`config.mk`:
```
export PLATFORM = sky130hd
export DESIGN_NAME = fdr_ram
export DESIGN_NICKNAME = d
export VERILOG_FILES = /design/src/sv/fdr_ram.sv
export SDC_FILE = /design/constraint.sdc
export NUM_CORES = 2
export LEC_CHECK = 0
export BUFFER_PORTS_ARGS = -buffer_cell sky130_fd_sc_hd__buf_2
export CAP_MARGIN = 20
export CORE_UTILIZATION = 45
export CTS_CLUSTER_SIZE = 16
export DETAILED_ROUTE_END_ITERATION = 16
export PLACE_DENSITY_LB_ADDON = 0.08
export SLEW_MARGIN = 20
export SYNTH_ARGS = -nofsm -noshare
export SYNTH_HDL_FRONTEND = slang
export SYNTH_SLANG_ARGS = --single-unit
export TNS_END_PERCENT = 10
```
`constraint.sdc`:
```
create_clock -name clk -period 4.65 [get_ports clk]
set_clock_uncertainty 0.15 [all_clocks]
set_input_delay 0.2325 -clock clk [delete_from_list [all_inputs] [get_ports clk]]
set_output_delay 0.2325 -clock clk [all_outputs]
set_load 0.1 [all_outputs]
```
`src/sv/fdr_ram.sv`:
```
`timescale 1ns / 1ps
// ----------------------------------------------------------------------------
// FDR generic RAM
// One write port, one read port with registered read data.
// ----------------------------------------------------------------------------
module fdr_ram #(
  parameter int WIDTH = 32,
  parameter int DEPTH = 64
) (
  input  logic                     clk,
  input  logic                     we,
  input  logic [$clog2(DEPTH)-1:0] waddr,
  input  logic [WIDTH-1:0]         wdata,
  input  logic [$clog2(DEPTH)-1:0] raddr,
  output logic [WIDTH-1:0]         rdata
);

  logic [WIDTH-1:0] mem [DEPTH];

  always_ff @(posedge clk) begin
    if (we) begin
      mem[waddr] <= wdata;
    end
    rdata <= mem[raddr];
  end

endmodule

```
==> impl_metrics.py <==
metrics = {
    "run_status": {
        "status": "finished clean",
    },
    "placed_design": {
        "dp_hpwl_um": 121000,
        "portBuffers": 77,
        "routabilityCongestion": 0.813,
    },
    "sta": {
        "max_slew_margin_pct": 26.7,
        "drv_slew": 0,
        "max_freq_mhz": 317,
        "finalSetupViolations": 0,
        "rsz0062_at_grt": "no",
        "period_share_pct": 67.9,
        "min_period_ns": 3.16,
        "tightest_slew_ns": 1.10,
        "tns_ns": 0,
        "hold_ws_ns": 0.0955,
        "hold_violations": 0,
    },
    "synth": {
        "synth_ff_type": "edfxtp_1",
        "ys_ff_latch": 2080,
        "ys_types": 34,
        "synth_top_area_share_pct": 78.3,
        "synth_area_um2": 78500,
        "synth_cells": 3324,
        "asyncSetResetFlopFracSynth_pct": 0,
        "yosys-top-cells-area": "edfxtp_1 (78%), mux4_2 (16%), mux2i_1 (1.2%)",
        "synth_area_per_cell_um2": 23.6,
        "synth.net_count": 3370,
        "yosysSeqAreaShare_pct": 79.1,
        "synth_edf_count": 2048,
        "yosysWarnings": 0,
        "yosys.area.top_type": "edfxtp_1",
    },
    "floorplanning": {
        "core_um2": 172000,
        "ioPinCount": 78,
        "die_w_um": 420,
        "initial_core_util_pct": 45.5,
        "die-area_um2": 176000,
        "rows": 152,
        "fp.dieH_um": 420,
    },
    "clocking": {
        "cts_resized": 0,
        "path_clk_slew_ns": 0.07,
        "cts_tree": "yes",
        "cts-root-buf": "clkbuf_16",
        "cts_num_sinks": 2080,
        "cts_max_path_buffers": 3,
        "cts_setup_buffers": 0,
        "h-tree-depth": 4,
        "cts_hold_buf": 29,
        "clk_latency_ns": 0.84,
        "cts_buffers": 210,
    },
    "drt": {
        "vias": 37172,
        "routed_wl_um": 213000,
        "avgRoutedWirePerCell_um": 34.7,
        "via_per_inst": 6.06,
        "drtPass1Iterations": 8,
        "postRouteAntennaNets": 0,
        "remaining_drc_errors": 0,
        "dr.first_iter.drc_count": 4247,
    },
    "grt": {
        "antenna_found_initial": 11,
        "grtUsageTotal_pct": 24.6,
        "grt_pass1_wl_um": 299000,
        "grt_pass1_vias": 38451,
        "grt_overflow": 0,
        "grt_max_degree": 79,
    },
    "critical_path": {
        "rr_startpoint": "mem[47][31]$_DFFE_PP_",
        "critical_path_class": "input pin to flip-flop",
        "end_kind": "flip-flop",
        "required_ns": 5.18,
        "r2r_slack_ns": 2.08,
        "timing.rr.end": "rdata[31]$_DFF_P_",
        "rr_worst_depth": 4,
        "crit_fanout": 56,
        "crit_arrival_ns": 3.68,
        "crit_path_start_kind": "input pin",
    },
    "power_and_ir_drop": {
        "cellLeakagePower_nw": 28.3,
        "powerDensity_nw_per_um2": 446,
        "ir_drop_mv": 0.378,
    },
    "layout": {
        "layout.nets": 3683,
        "nFillCells": 13174,
        "layout-drive-gt1-share_pct": 30.6,
        "layout_commonest_cell": "edfxtp_1",
        "area_growth_pct": 15.3,
        "final_cell_mix": "edfxtp_1 (2,048), mux4_2 (544), clkbuf_16 (217)",
    },
    "hold_path": {
        "hold_path.class": "input pin to flip-flop",
        "hold_start": "waddr[5]",
        "worst_hold_path.num_cells": 3,
        "holdPathEnd": "mem[55][7]$_DFFE_PP_",
    },
    "flow_run": {
        "cap_violations": 0,
    },
}
## synthesized netlist by cell type (2+ instances only)
| cell type | n |
|---|---|
| edfxtp_1 | 2048 |
| and3_1 | 4 |
| a41o_1 | 4 |
| or3b_1 | 2 |
| a22oi_1 | 12 |
| nor3_1 | 7 |
| or3b_2 | 3 |
| a21oi_1 | 62 |
| nand3b_1 | 5 |
| o22ai_1 | 84 |
| nand4_1 | 2 |
| buf_4 | 25 |
| mux2i_1 | 93 |
| nor2_1 | 137 |
| o32ai_1 | 4 |
| buf_6 | 5 |
| nor2b_1 | 15 |
| nand2_1 | 26 |
| o221ai_1 | 27 |
| nand2b_1 | 8 |
| a311oi_1 | 8 |
| dfxtp_1 | 32 |
| nand3_1 | 5 |
| mux4_2 | 544 |
| buf_1 | 21 |
| and2_1 | 2 |
| clkbuf_1 | 74 |
| buf_2 | 57 |
| or3_1 | 3 |
## routing by layer
metal / global-route usage [%] / vias to the layer above / wire length (µm) / share of wire (%)
met5: 0 / - / 80 / 0.038
met4: 6.50 / 8 / 5510 / 2.6
met3: 3.87 / 311 / 13700 / 6.5
met2: 40.6 / 1443 / 105000 / 50
met1: 34.3 / 20484 / 88100 / 41
li1: - / 14926 / - / -
## flip-flops by register name, summed over array words and instances, names as in the netlist
register,count
mem,2048
rdata,32
## metrics by stage
stage | util, % | area [µm²] | total power (W) | instances | setup slack [ns]
2_1_floorplan | - | 78500 | 0.0225 | 3324 | 1.11
3_3_place_gp | 48.1 | 83000 | 0.0234 | 5695 | 0.837
3_5_place_dp | 48.1 | 83000 | 0.0235 | 5695 | 0.782
4_1_cts | 52.4 | 90400 | 0.0407 | 6122 | 1.53
5_1_grt | 52.5 | 90500 | 0.0414 | 6133 | 1.53
6_report | 52.5 | 90500 | 0.0403 | 6135 | 1.49
## power by group
group / leakage [nW] / switching [W] / total (W) / internal, W
sequential: 18.7 / 0.0000972 / 0.0209 / 0.0208
clock: 3.47 / 0.00709 / 0.0173 / 0.0102
combinational: 6.12 / 0.00149 / 0.00222 / 0.000731
total: 28.3 / 0.00867 / 0.0403 / 0.0317
## logic make-up (layout without fill, tap and decap cells)
group / after synthesis / after routing / share of synthesized area (%)
DFF: 2080 / 2080 / 79.1
muxes: 637 / 637 / 16.8
and+or+nand+nor: 223 / 223 / 1.27
AOI/OAI and AO/OA: 202 / 202 / 1.67
buffers and inverters: 182 / 681 / 1.13
other: 0 / 2 / 0
## worst max path at each step
stage                                 to  depth (start not counted)  startpoint  slack [ns]
detailed placement     rdata[31]$_DFF_P_                          7    raddr[0]        0.78
floorplan           mem[48][0]$_DFFE_PP_                          4    waddr[3]        1.11
global route           rdata[18]$_DFF_P_                          7    raddr[3]        1.53
finish                 rdata[18]$_DFF_P_                          7    raddr[3]        1.49
CTS                    rdata[18]$_DFF_P_                          8    raddr[3]        1.53
global placement       rdata[31]$_DFF_P_                          7    raddr[0]        0.84
## critical path, cell delays in order
cell	delay [ns]
dlygate4sd3_1	0.55
buf_6	0.63
nand2b_1	0.82
o22ai_1	0.46
nor3_1	0.09
a31oi_1	0.74
nor2_1	0.09
## layout make-up
| cell class | instances | area, µm² | share of cell area, % |
|---|---|---|---|
| Clock buffer | 267 | 5650 | 6.24 |
| Tap cell | 2310 | 2890 | 3.19 |
| Sequential cell | 2080 | 62100 | 68.6 |
| Antenna cell | 2 | 5.00 | 0.00553 |
| Timing Repair Buffer | 283 | 2460 | 2.72 |
| Clock inverter | 131 | 1430 | 1.58 |
| Multi-Input combinational cell | 1062 | 16000 | 17.6 |
No activity file was read; power rests on OpenSTA's default activity.
